===== src/rtl/sefd_pkg.sv =====
// ----------------------------------------------------------------------------
// sefd_pkg
// Shared types and constants of the STX/ETX frame deframer.
// ----------------------------------------------------------------------------
`default_nettype none

package sefd_pkg;

  // Default sizing of the top level.
  localparam int MaxFrameLenDefault = 1024;
  localparam int MaxFieldsDefault   = 64;

  // Configuration port.
  localparam int ApbAddrW = 3;
  localparam int ApbDataW = 32;
  localparam logic [7:0] ReceiveIdReset = 8'h48;

  // Result kinds.
  localparam logic [2:0] KIND_DATA      = 3'd0;
  localparam logic [2:0] KIND_FIELD_END = 3'd1;
  localparam logic [2:0] KIND_GOOD      = 3'd2;
  localparam logic [2:0] KIND_WRONG_ID  = 3'd3;
  localparam logic [2:0] KIND_SHORT     = 3'd4;

  typedef struct packed {
    logic [2:0]  kind;
    logic [7:0]  data_byte;
    logic [15:0] command;
    logic [5:0]  field_index;
  } result_t;

endpackage

`default_nettype wire


===== src/rtl/sefd_byte_if.sv =====
// ----------------------------------------------------------------------------
// sefd_byte_if
// Valid/ready channel that carries one received byte per transaction.
// ----------------------------------------------------------------------------
`default_nettype none

interface sefd_byte_if;
  logic       valid;
  logic       ready;
  logic [7:0] rx_byte;

  modport source (output valid, output rx_byte, input ready);
  modport sink   (input valid, input rx_byte, output ready);
endinterface

`default_nettype wire


===== src/rtl/sefd_result_if.sv =====
// ----------------------------------------------------------------------------
// sefd_result_if
// Valid/ready channel that carries one deframer result per transaction.
// ----------------------------------------------------------------------------
`default_nettype none

interface sefd_result_if;
  logic        valid;
  logic        ready;
  logic [2:0]  kind;
  logic [7:0]  data_byte;
  logic [15:0] command;
  logic [5:0]  field_index;

  modport source (output valid, output kind, output data_byte, output command,
                  output field_index, input ready);
  modport sink   (input valid, input kind, input data_byte, input command,
                  input field_index, output ready);
endinterface

`default_nettype wire


===== src/rtl/sefd_cfg_regs.sv =====
// ----------------------------------------------------------------------------
// sefd_cfg_regs
// APB register file holding the expected sender id byte.
// ----------------------------------------------------------------------------
`default_nettype none

module sefd_cfg_regs
  import sefd_pkg::*;
(
  input  logic                clk_i,
  input  logic                rst_ni,
  input  logic                psel,
  input  logic                penable,
  input  logic                pwrite,
  input  logic [ApbAddrW-1:0] paddr,
  input  logic [ApbDataW-1:0] pwdata,
  output logic [ApbDataW-1:0] prdata,
  output logic                pready,
  output logic [7:0]          receive_id_o
);

  logic [7:0] receive_id_q, receive_id_d;
  logic       sel_id;

  // Register index is the word address; only index zero exists.
  assign sel_id = (paddr[ApbAddrW-1:2] == '0);
  assign pready = 1'b1;

  always_comb begin
    receive_id_d = receive_id_q;
    if (psel && penable && pwrite && sel_id) begin
      receive_id_d = pwdata[7:0];
    end
  end

  always_ff @(posedge clk_i or negedge rst_ni) begin
    if (!rst_ni) begin
      receive_id_q <= ReceiveIdReset;
    end else begin
      receive_id_q <= receive_id_d;
    end
  end

  assign prdata       = sel_id ? {{(ApbDataW-8){1'b0}}, receive_id_q} : '0;
  assign receive_id_o = receive_id_q;

endmodule

`default_nettype wire


===== src/rtl/sefd_parser.sv =====
// ----------------------------------------------------------------------------
// sefd_parser
// Frame state and the single-pass decision for one received byte.
// ----------------------------------------------------------------------------
`default_nettype none

module sefd_parser
  import sefd_pkg::*;
#(
  parameter int MAX_FRAME_LEN = MaxFrameLenDefault,
  parameter int MAX_FIELDS    = MaxFieldsDefault
) (
  input  logic       clk_i,
  input  logic       rst_ni,
  input  logic       step_i,
  input  logic [7:0] rx_byte_i,
  input  logic [7:0] receive_id_i,
  output logic       res_valid_o,
  output result_t    res_o
);

  localparam int PosW     = $clog2(MAX_FRAME_LEN + 1);
  localparam int FieldTop = (MAX_FIELDS > 64) ? 63 : MAX_FIELDS - 1;

  localparam logic [7:0] CH_STX   = 8'h02;
  localparam logic [7:0] CH_ETX   = 8'h03;
  localparam logic [7:0] CH_COMMA = 8'h2C;

  // Returns {is_hex, nibble}.
  function automatic logic [4:0] hex_decode(input logic [7:0] c);
    logic [4:0] r;
    r = '0;
    if (c >= 8'h30 && c <= 8'h39) begin
      r = {1'b1, c[3:0]};
    end else if ((c >= 8'h41 && c <= 8'h46) || (c >= 8'h61 && c <= 8'h66)) begin
      r = {1'b1, c[3:0] + 4'd9};
    end
    return r;
  endfunction

  logic            in_frame_q, in_frame_d;
  logic [PosW-1:0] pos_q, pos_d;
  logic [15:0]     cmd_q, cmd_d;
  logic            hex_stop_q, hex_stop_d;
  logic            id_match_q, id_match_d;
  logic [5:0]      field_q, field_d;
  logic            id_match_eff;
  logic [4:0]      hex;

  assign hex = hex_decode(rx_byte_i);

  always_comb begin
    in_frame_d   = in_frame_q;
    pos_d        = pos_q;
    cmd_d        = cmd_q;
    hex_stop_d   = hex_stop_q;
    id_match_d   = id_match_q;
    field_d      = field_q;
    res_valid_o  = 1'b0;
    res_o        = '{kind: KIND_DATA, data_byte: 8'h00, command: cmd_q,
                     field_index: field_q};
    id_match_eff = (pos_q == PosW'(1)) ? (rx_byte_i == receive_id_i) : id_match_q;

    priority if (rx_byte_i == CH_STX) begin
      // A start byte always opens a fresh frame.
      in_frame_d = 1'b1;
      pos_d      = PosW'(1);
      cmd_d      = '0;
      hex_stop_d = 1'b0;
      id_match_d = 1'b0;
      field_d    = '0;
    end else if (in_frame_q) begin
      if (pos_q < PosW'(MAX_FRAME_LEN)) begin
        pos_d = pos_q + PosW'(1);
      end
      id_match_d = id_match_eff;
      priority if (rx_byte_i == CH_ETX) begin
        // Wrong id takes precedence; a frame of fewer than seven bytes is short.
        in_frame_d  = 1'b0;
        res_valid_o = 1'b1;
        if (!id_match_eff) begin
          res_o.kind = KIND_WRONG_ID;
        end else if (pos_q < PosW'(6)) begin
          res_o.kind = KIND_SHORT;
        end else begin
          res_o.kind = KIND_GOOD;
        end
      end else if (pos_q == PosW'(1)) begin
        res_valid_o = 1'b0;
      end else if (pos_q >= PosW'(2) && pos_q <= PosW'(5)) begin
        if (!hex_stop_q) begin
          if (hex[4]) begin
            cmd_d = {cmd_q[11:0], hex[3:0]};
          end else begin
            hex_stop_d = 1'b1;
          end
        end
      end else if (id_match_q) begin
        res_valid_o = 1'b1;
        if (rx_byte_i == CH_COMMA) begin
          res_o.kind = KIND_FIELD_END;
          if (field_q < 6'(FieldTop)) begin
            field_d = field_q + 6'd1;
          end
        end else begin
          res_o.data_byte = rx_byte_i;
        end
      end else begin
        res_valid_o = 1'b0;
      end
    end else begin
      res_valid_o = 1'b0;
    end
  end

  always_ff @(posedge clk_i or negedge rst_ni) begin
    if (!rst_ni) begin
      in_frame_q <= 1'b0;
      pos_q      <= '0;
      cmd_q      <= '0;
      hex_stop_q <= 1'b0;
      id_match_q <= 1'b0;
      field_q    <= '0;
    end else if (step_i) begin
      in_frame_q <= in_frame_d;
      pos_q      <= pos_d;
      cmd_q      <= cmd_d;
      hex_stop_q <= hex_stop_d;
      id_match_q <= id_match_d;
      field_q    <= field_d;
    end
  end

endmodule

`default_nettype wire


===== src/rtl/stx_etx_frame_deframer_unit.sv =====
// An accepted byte waits in the input register; the parser decides on it
// combinationally; the result register takes it when empty or drained.
// Throughput: one byte per cycle, limited by the single parser pass between
// the input register and the result register; output stalls backpressure.
// Reset (rst_ni, asynchronous, active low) leaves the block outside any frame,
// with both registers empty and the receive id set to 'H'.
// ----------------------------------------------------------------------------
// stx_etx_frame_deframer_unit
// Recovers STX/ETX framed commands and data fields from a byte stream.
// ----------------------------------------------------------------------------
`default_nettype none

module stx_etx_frame_deframer_unit
  import sefd_pkg::*;
#(
  parameter int MAX_FRAME_LEN = MaxFrameLenDefault,
  parameter int MAX_FIELDS    = MaxFieldsDefault
) (
  input  logic                clk_i,
  input  logic                rst_ni,
  sefd_byte_if.sink           in_if,
  sefd_result_if.source       out_if,
  input  logic                psel,
  input  logic                penable,
  input  logic                pwrite,
  input  logic [ApbAddrW-1:0] paddr,
  input  logic [ApbDataW-1:0] pwdata,
  output logic [ApbDataW-1:0] prdata,
  output logic                pready
);

  logic       in_valid_q, in_valid_d;
  logic [7:0] in_byte_q;
  logic       out_valid_q, out_valid_d;
  result_t    out_res_q;
  logic       advance;
  logic       step;
  logic       in_ready;
  logic [7:0] receive_id;
  logic       res_valid;
  result_t    res;

  sefd_cfg_regs u_cfg (
    .clk_i        (clk_i),
    .rst_ni       (rst_ni),
    .psel         (psel),
    .penable      (penable),
    .pwrite       (pwrite),
    .paddr        (paddr),
    .pwdata       (pwdata),
    .prdata       (prdata),
    .pready       (pready),
    .receive_id_o (receive_id)
  );

  sefd_parser #(
    .MAX_FRAME_LEN (MAX_FRAME_LEN),
    .MAX_FIELDS    (MAX_FIELDS)
  ) u_parser (
    .clk_i        (clk_i),
    .rst_ni       (rst_ni),
    .step_i       (step),
    .rx_byte_i    (in_byte_q),
    .receive_id_i (receive_id),
    .res_valid_o  (res_valid),
    .res_o        (res)
  );

  // The result register moves whenever it is empty or being drained.
  assign advance  = !out_valid_q || out_if.ready;
  assign step     = in_valid_q && advance;
  assign in_ready = !in_valid_q || advance;

  assign in_if.ready = in_ready;

  always_comb begin
    in_valid_d  = in_ready ? in_if.valid : in_valid_q;
    out_valid_d = advance ? (step && res_valid) : out_valid_q;
  end

  always_ff @(posedge clk_i or negedge rst_ni) begin
    if (!rst_ni) begin
      in_valid_q  <= 1'b0;
      out_valid_q <= 1'b0;
    end else begin
      in_valid_q  <= in_valid_d;
      out_valid_q <= out_valid_d;
    end
  end

  always_ff @(posedge clk_i) begin
    if (in_ready && in_if.valid) begin
      in_byte_q <= in_if.rx_byte;
    end
    if (step) begin
      out_res_q <= res;
    end
  end

  assign out_if.valid       = out_valid_q;
  assign out_if.kind        = out_res_q.kind;
  assign out_if.data_byte   = out_res_q.data_byte;
  assign out_if.command     = out_res_q.command;
  assign out_if.field_index = out_res_q.field_index;

endmodule

`default_nettype wire


===== src/flat_wrapper.sv =====
// flat-port wrapper written by rule: the top's interface ports become plain ports
module stx_etx_frame_deframer_unit_flat import sefd_pkg::*;
#(
  parameter int MAX_FRAME_LEN = MaxFrameLenDefault,
  parameter int MAX_FIELDS    = MaxFieldsDefault
)
  (clk_i, rst_ni, psel, penable, pwrite, paddr, pwdata, prdata, pready, in_if_valid, in_if_rx_byte, in_if_ready, out_if_valid, out_if_kind, out_if_data_byte, out_if_command, out_if_field_index, out_if_ready);
  sefd_byte_if in_if_i ();
  sefd_result_if out_if_i ();
  input  logic clk_i;
  input  logic rst_ni;
  input  logic psel;
  input  logic penable;
  input  logic pwrite;
  input  logic [ApbAddrW-1:0] paddr;
  input  logic [ApbDataW-1:0] pwdata;
  output logic [ApbDataW-1:0] prdata;
  output logic pready;
  input wire logic [$bits(in_if_i.valid)-1:0] in_if_valid;
  input wire logic [$bits(in_if_i.rx_byte)-1:0] in_if_rx_byte;
  output wire logic [$bits(in_if_i.ready)-1:0] in_if_ready;
  output wire logic [$bits(out_if_i.valid)-1:0] out_if_valid;
  output wire logic [$bits(out_if_i.kind)-1:0] out_if_kind;
  output wire logic [$bits(out_if_i.data_byte)-1:0] out_if_data_byte;
  output wire logic [$bits(out_if_i.command)-1:0] out_if_command;
  output wire logic [$bits(out_if_i.field_index)-1:0] out_if_field_index;
  input wire logic [$bits(out_if_i.ready)-1:0] out_if_ready;
  assign in_if_i.valid = in_if_valid;
  assign in_if_i.rx_byte = in_if_rx_byte;
  assign in_if_ready = in_if_i.ready;
  assign out_if_valid = out_if_i.valid;
  assign out_if_kind = out_if_i.kind;
  assign out_if_data_byte = out_if_i.data_byte;
  assign out_if_command = out_if_i.command;
  assign out_if_field_index = out_if_i.field_index;
  assign out_if_i.ready = out_if_ready;
  stx_etx_frame_deframer_unit #(.MAX_FRAME_LEN(MAX_FRAME_LEN), .MAX_FIELDS(MAX_FIELDS)) u_core (.clk_i(clk_i), .rst_ni(rst_ni), .in_if(in_if_i), .out_if(out_if_i), .psel(psel), .penable(penable), .pwrite(pwrite), .paddr(paddr), .pwdata(pwdata), .prdata(prdata), .pready(pready));
endmodule

===== config.mk =====
export PLATFORM = sky130hd
export DESIGN_NAME = stx_etx_frame_deframer_unit_flat
export DESIGN_NICKNAME = d
export VERILOG_FILES = /design/src/rtl/sefd_pkg.sv /design/src/rtl/sefd_byte_if.sv /design/src/rtl/sefd_result_if.sv /design/src/rtl/sefd_cfg_regs.sv /design/src/rtl/sefd_parser.sv /design/src/rtl/stx_etx_frame_deframer_unit.sv /design/src/flat_wrapper.sv
export SDC_FILE = /design/constraint.sdc
export NUM_CORES = 1
export LEC_CHECK = 0
export BUFFER_PORTS_ARGS = -buffer_cell sky130_fd_sc_hd__clkbuf_2
export CORE_AREA = 2 2 73 128
export CTS_BUF_LIST = sky130_fd_sc_hd__clkbuf_8
export CTS_CLUSTER_DIAMETER = 30
export DETAILED_ROUTE_END_ITERATION = 10
export DIE_AREA = 0 0 75 130
export PLACE_DENSITY = 0.85
export SETUP_SLACK_MARGIN = 0.2
export SYNTH_ARGS = -nofsm -noshare
export SYNTH_HDL_FRONTEND = slang
export SYNTH_SLANG_ARGS = --single-unit

===== constraint.sdc =====
create_clock -name clk_i -period 2.5 [get_ports clk_i]
set_input_delay 0.125 -clock clk_i [delete_from_list [all_inputs] [get_ports clk_i]]
set_output_delay 0.125 -clock clk_i [all_outputs]
set_load 0.03 [all_outputs]

Word level (Yosys, flattened, before mapping)
Index checks and enable logic that the tools add are counted.
{ "totals": {"regBits": 87, "output_inout_bits": 68, "elab_cells": 117} }
{ "op_classes": {"n_addsub": 3, "order_cmp": 11, "n_eq_ne": 9, "muxes": 48, "n_bitwise": 3, "n_reduce_logical": 29} }
{ "op_table": {"columns": ["operator", "count"], "rows": [
  ["16-bit 2-to-1 mux", 7],
  ["6-bit 2-to-1 mux", 8],
  ["11-bit 2-to-1 mux", 3],
  ["9-bit 2-to-1 mux", 3],
  ["1-bit 2-to-1 mux", 20],
  ["8-bit by 2-bit == test with 1-bit output (second input constant)", 2],
  ["8-bit by 7-bit >= comparator with 1-bit output (second input constant)", 2],
  ["8-bit by 7-bit less-or-equal comparator with 1-bit output (second input constant)", 2],
  ["8-bit 2-to-1 mux", 2],
  ["2-bit nonzero test", 7],
  ["11-bit by 1-bit adder with 11-bit output (second input constant)", 1],
  ["11-bit by 1-bit == test with 1-bit output (second input constant)", 1],
  ["11-bit by 2-bit >= comparator with 1-bit output (second input constant)", 1],
  ["11-bit by 3-bit less-or-equal comparator with 1-bit output (second input constant)", 1],
  ["11-bit < comparator (second input constant)", 1],
  ["11-bit by 3-bit < comparator with 1-bit output (second input constant)", 1],
  ["1-bit logical AND", 10],
  ["5-bit 2-to-1 mux", 2],
  ["3-bit 2-to-1 mux", 3],
  ["8-bit by 6-bit == test with 1-bit output (second input constant)", 1],
  ["8-bit == test", 1],
  ["8-bit by 6-bit >= comparator with 1-bit output (second input constant)", 1],
  ["8-bit by 6-bit less-or-equal comparator with 1-bit output (second input constant)", 1],
  ["8-bit AND reduction", 1],
  ["14 further kinds", 21]
]} }

Logic depth before layout (Yosys ltp)
{ "logic_depth": {"ltp_word": 12, "depth_mapped": 9} }

By module
From an unflattened synthesis, not the netlist that was laid out.
{ "unflattened": {"hier_cells": 357, "hier_area_um2": 4219.0} }
{ "by_module_without_submodules": {"columns": ["mod", "n_inst", "cells_per_inst", "area_each_um2", "seq_area_each_um2"], "rows": [
  ["sefd_parser", 1, 255, 2299.7, 900.9],
  ["stx_etx_frame_deframer_unit", 1, 50, 1337.5, 1281.2],
  ["sefd_cfg_regs", 1, 52, 581.8, 202.7]
]} }

Least setup slack after synthesis
Ideal clock, no wire load.
{ "synth_timing": {"kind": "reg-to-reg", "startpoint": "reg u_core.out_valid_q, in the netlist u_core.out_if.valid", "endpoint": "reg u_core.u_parser.cmd_q[0]", "setup_time_ns": 0.125, "t_arrival_ns": 2.809, "required_ns": 2.375, "slack_ns": -0.434, "stages_incl_launch_ff": 8, "n_path_buf": 0, "path_cell_list": "dfrtp_1 nand2b_1 nand2_1 clkinv_1 o2111a_2 and2_4 a21oi_4 mux2_2"} }
{ "synth_via": {"elab_chain_cells": 4} }
{ "synth_rtl": {"columns": ["element", "line_no", "rtl"], "rows": [
  ["start: declaration", "stx_etx_frame_deframer_unit.sv:34", "logic out_valid_q, out_valid_d;"],
  ["start signal: assignment", "stx_etx_frame_deframer_unit.sv:87", "out_valid_q <= out_valid_d;"],
  ["1-bit logical NOT", "stx_etx_frame_deframer_unit.sv:70", "assign advance = !out_valid_q || out_if.ready;"],
  ["1-bit logical OR", "stx_etx_frame_deframer_unit.sv:70", null],
  ["1-bit logical AND", "stx_etx_frame_deframer_unit.sv:71", "assign step = in_valid_q && advance;"],
  ["via u_core.step", "stx_etx_frame_deframer_unit.sv:37", "logic step;"],
  ["7-bit AND reduction (no source line)", null, null],
  ["end signal: assignment", "sefd_parser.sv:127", "cmd_q <= cmd_d;"],
  ["end: declaration", "sefd_parser.sv:43", "logic [15:0] cmd_q, cmd_d;"]
]} }
The timed path passes the listed nets, and every way through them passes these cells.
A chain may end at the register's enable or synchronous reset.

Final worst setup path
{ "layout_timing": {"startpoint": "reg u_core.u_parser.pos_q[0]", "endpoint": "reg u_core.u_parser.field_q[5]"} }
{ "layout_via": {"elab_chain_cells": 4} }
{ "layout_rtl": {"columns": ["element", "line_no", "rtl"], "rows": [
  ["start: declaration", "sefd_parser.sv:42", "logic [PosW-1:0] pos_q, pos_d;"],
  ["start signal: assignment", "sefd_parser.sv:126", "pos_q <= pos_d;"],
  ["11-bit by 2-bit >= comparator with 1-bit output or 11-bit by 3-bit less-or-equal comparator with 1-bit output (tied branches)", "sefd_parser.sv:90", "end else if (pos_q >= PosW'(2) && pos_q <= PosW'(5)) begin"],
  ["1-bit logical AND", "sefd_parser.sv:90", null],
  ["2-bit != test (no source line)", null, null],
  ["8-bit AND reduction (no source line) (*)", null, null],
  ["end signal: assignment", "sefd_parser.sv:130", "field_q <= field_d;"],
  ["end: declaration", "sefd_parser.sv:46", "logic [5:0] field_q, field_d;"]
]} }
Mark *: on every way between the ends. The rest lies on a longest branch, timed or not.

==> impl_metrics.ini <==
[synth]
synth_cells = 334
synth_top_area_frac = 0.295
ys_warn_count = 0
ys_types = 58
synth_ff_type = dfrtp_1
ys_top_cells_by_count = 44 x dfrtp_1, 41 x edfxtp_1, 27 x buf_4
syn_avg_cell_area_um2 = 12.5
yosysMostFrequentCell = dfrtp_1
synth_area_um2 = 4180
synth.area.top_cells = edfxtp_1 29%, dfrtp_1 26%, buf_4 4.9%
synth_edf_count = 41
yosysTopAreaCell = edfxtp_1
synth-async-reset-ratio = 0.529
ys_ff_latch = 87
seq_area_frac_synth = 0.571

[run]
maxCapViolations = 0

[critical_path]
crit_chain = ha_1, and2_2, o311ai_4, nor3b_4, nand2_4, a2111oi_4, mux2i_1
worst-setup-path-type = register to register
crit_cells = 7
crit_buf_inv = 0
crit_path_start_kind = register
r2r_end = u_core.u_parser.field_q[5]
slowest_delay_ns = 0.43
arrival_ns = 2.48
reg2reg_depth = 7
r2r_slack_ns = 0.31
worstPathRequired_ns = 2.79
cp-end-kind = register
crit_family = compound AO/OA/AOI/OAI gates
r2r_start = u_core.u_parser.pos_q[0]
path_max_fanout = 5
crit_slowest_cell = dfrtp_1

[global_routing]
grt_pass1_vias = 2700
overflow = 0
antenna_found_initial = 0
grt_pass1_wl_mm = 12.5
grt_max_degree = 47
grt_use_total = 0.170

[floorplanning]
floorplan.initialDensity = 0.475
rows = 46
die_height_um = 130
die_x_um = 75
ioPinCount = 118
fp.coreArea_um2 = 8810
dieArea_um2 = 9750

[drt]
drt_pre_antenna_iters = 4
wl_mm = 8.10
ant_nets = 0
vias_per_cell = 5.12
wl_per_cell_um = 14.4
drc = 0
vias = 2871
drt_iter0_drc = 214

[cells_and_area]
nFillCells = 722
antenna_cells = 0
synthToLayoutAreaGrowth_pct = 19.5
nets = 494
fin_area_um2 = 4990
drive_gt1_frac = 0.317

[power]
p_sw_mw = 0.927
vdd_drop_max_uv = 508
p_leak_nw = 2.20
p_per_area_nw_per_um2 = 649
power_frac_clock = 0.287
swShare = 0.286
cellInternalPower_mw = 2.31
p_comb_frac = 0.187
pwr-share-seq = 0.525

[sta]
relSlewSlack = 0.605
setup_violations = 0
hold_viol_final = 0
fin_setup_tns_ns = 0
rsz0062_at_grt = false
max_freq_mhz = 456
fin_crit_sh = 0.877
max_slew.worst_pin.slew_ns = 0.593
slew_viol_final = 0
fin_skew_ns = 0.00890
min_period_ns = 2.19

[min_path]
hp-start = pwdata[3]
min_path_type = input pin to register
hold_depth = 2
min_to = u_core.u_cfg.receive_id_o[3]

[run_status]
status = complete, no violations

[clock_tree]
clk_latency_ns = 0.36
cts_max_level = 3
clk_pin_slew_ns = 0.08
tritoncts = done
cts_made_buffers = 9
clock-sinks = 87
cts_max_path_buffers = 2
cts_root_buffer = clkbuf_8

[place]
dpl.hpwl_mm = 5.86
io_buffers = 66
gp_congestion = 0.871
place_area_um2 = 4590
-- metrics by stage --
step | worst slack (ns) | util | hold WS (ns) | std cells | power (mW)
3_5_place_dp | 0.249 | 0.521 | 0.255 | 525 | 2.27
3_3_place_gp | 0.313 | 0.521 | 0.247 | 525 | 2.25
5_1_grt | 0.201 | 0.567 | 0.00186 | 561 | 3.38
2_1_floorplan | 0.244 | - | -0.171 | 357 | 2.15
4_1_cts | 0.231 | 0.558 | 0.000630 | 554 | 3.21
6_report | 0.308 | 0.567 | 0.0134 | 561 | 3.24
-- sequential cells by signal (all words and copies together) (netlist names), 3 cells and up --
register / flops
u_core.in_byte_q: 8
u_core.out_if.field_index: 6
u_core.u_parser.field_q: 6
u_core.u_cfg.receive_id_o: 8
u_core.out_if.kind: 3
u_core.out_if.data_byte: 8
u_core.out_if.command: 16
u_core.u_parser.cmd_q: 16
u_core.u_parser.pos_q: 11
-- routing by layer --
metal	up-vias	wire length (um)	track usage
met3	17	390	0.0386
met2	97	4410	0.296
met1	1377	3070	0.185
met5	-	0	0
li1	1380	-	-
met4	0	224	0.0966
-- kinds of logic after synthesis --
family	Yosys count	synth area share
AOI/OAI and AO/OA	62	0.119
DFF	87	0.571
muxes	13	0.0338
buffers and inverters	43	0.0734
xor gates and xnor gates	11	0.0231
other	2	0.00180
and+or+nand+nor	108	0.154
adders and majority gates	8	0.0240
-- final cells by class --
| type | count | area [um^2] | area share |
|---|---|---|---|
| flip-flops and latches | 87 | 2390 | 0.478 |
| multi-input cells | 227 | 1600 | 0.320 |
| repair buffers | 100 | 623 | 0.125 |
| well taps | 120 | 150 | 0.0301 |
| clock buffers | 9 | 124 | 0.0248 |
| clock inverters | 7 | 65.1 | 0.0130 |
| inverters | 11 | 46.3 | 0.00927 |
-- how the worst max path moves through the flow --
stage	startpoint	slack, ns	to
2_1_floorplan	u_core.out_if.valid	0.24	u_core.u_parser.cmd_q[0]
3_3_place_gp	u_core.u_parser.pos_q[1]	0.31	u_core.u_parser.field_q[5]
3_5_place_dp	u_core.u_parser.pos_q[1]	0.25	u_core.u_parser.field_q[5]
4_1_cts	u_core.u_parser.pos_q[1]	0.23	u_core.u_parser.field_q[5]
5_1_grt	u_core.u_parser.pos_q[0]	0.20	u_core.u_parser.field_q[5]
6_report	u_core.u_parser.pos_q[0]	0.31	u_core.u_parser.field_q[5]
-- cells in the final DEF, fill, tap and decap left out, drive strengths merged, types with 3 or more instances in the layout --
cell / Yosys / routed
a2111oi: 3 / 3
a21oi: 7 / 7
a22o: 12 / 12
a31oi: 4 / 4
and2: 10 / 10
buf: 29 / 19
clkbuf: 2 / 75
conb: 2 / 25
dfrtp: 44 / 44
dlygate4sd3: 0 / 15
edfxtp: 41 / 41
ha: 8 / 8
inv: 10 / 13
mux2: 9 / 9
mux2i: 4 / 4
nand2: 24 / 24
nand2b: 3 / 3
nand3: 14 / 14
nand4: 9 / 9
nor2: 17 / 17
nor2b: 10 / 10
nor3: 4 / 4
nor3b: 4 / 4
nor4: 4 / 4
o21ai: 20 / 20
o31ai: 3 / 3
xnor2: 9 / 9
-- power by group through the flow --
stage                     logic [mW]  clock network [mW]  registers (mW)
final                          0.606               0.931            1.70
after global routing           0.660                1.01            1.71
after detailed placement       0.543                   0            1.73
after CTS                      0.561               0.949            1.70
after floorplan                0.406                   0            1.74
after global placement         0.526                   0            1.72
-- repair_timing --
item	in CTS	in global routing
gates resized for setup	0	8
endpoints found under the setup margin	0	18
hold endpoints to repair	56	2
setup buffers	0	5
hold buffers	13	2
No activity file was read; power rests on OpenSTA's default activity.
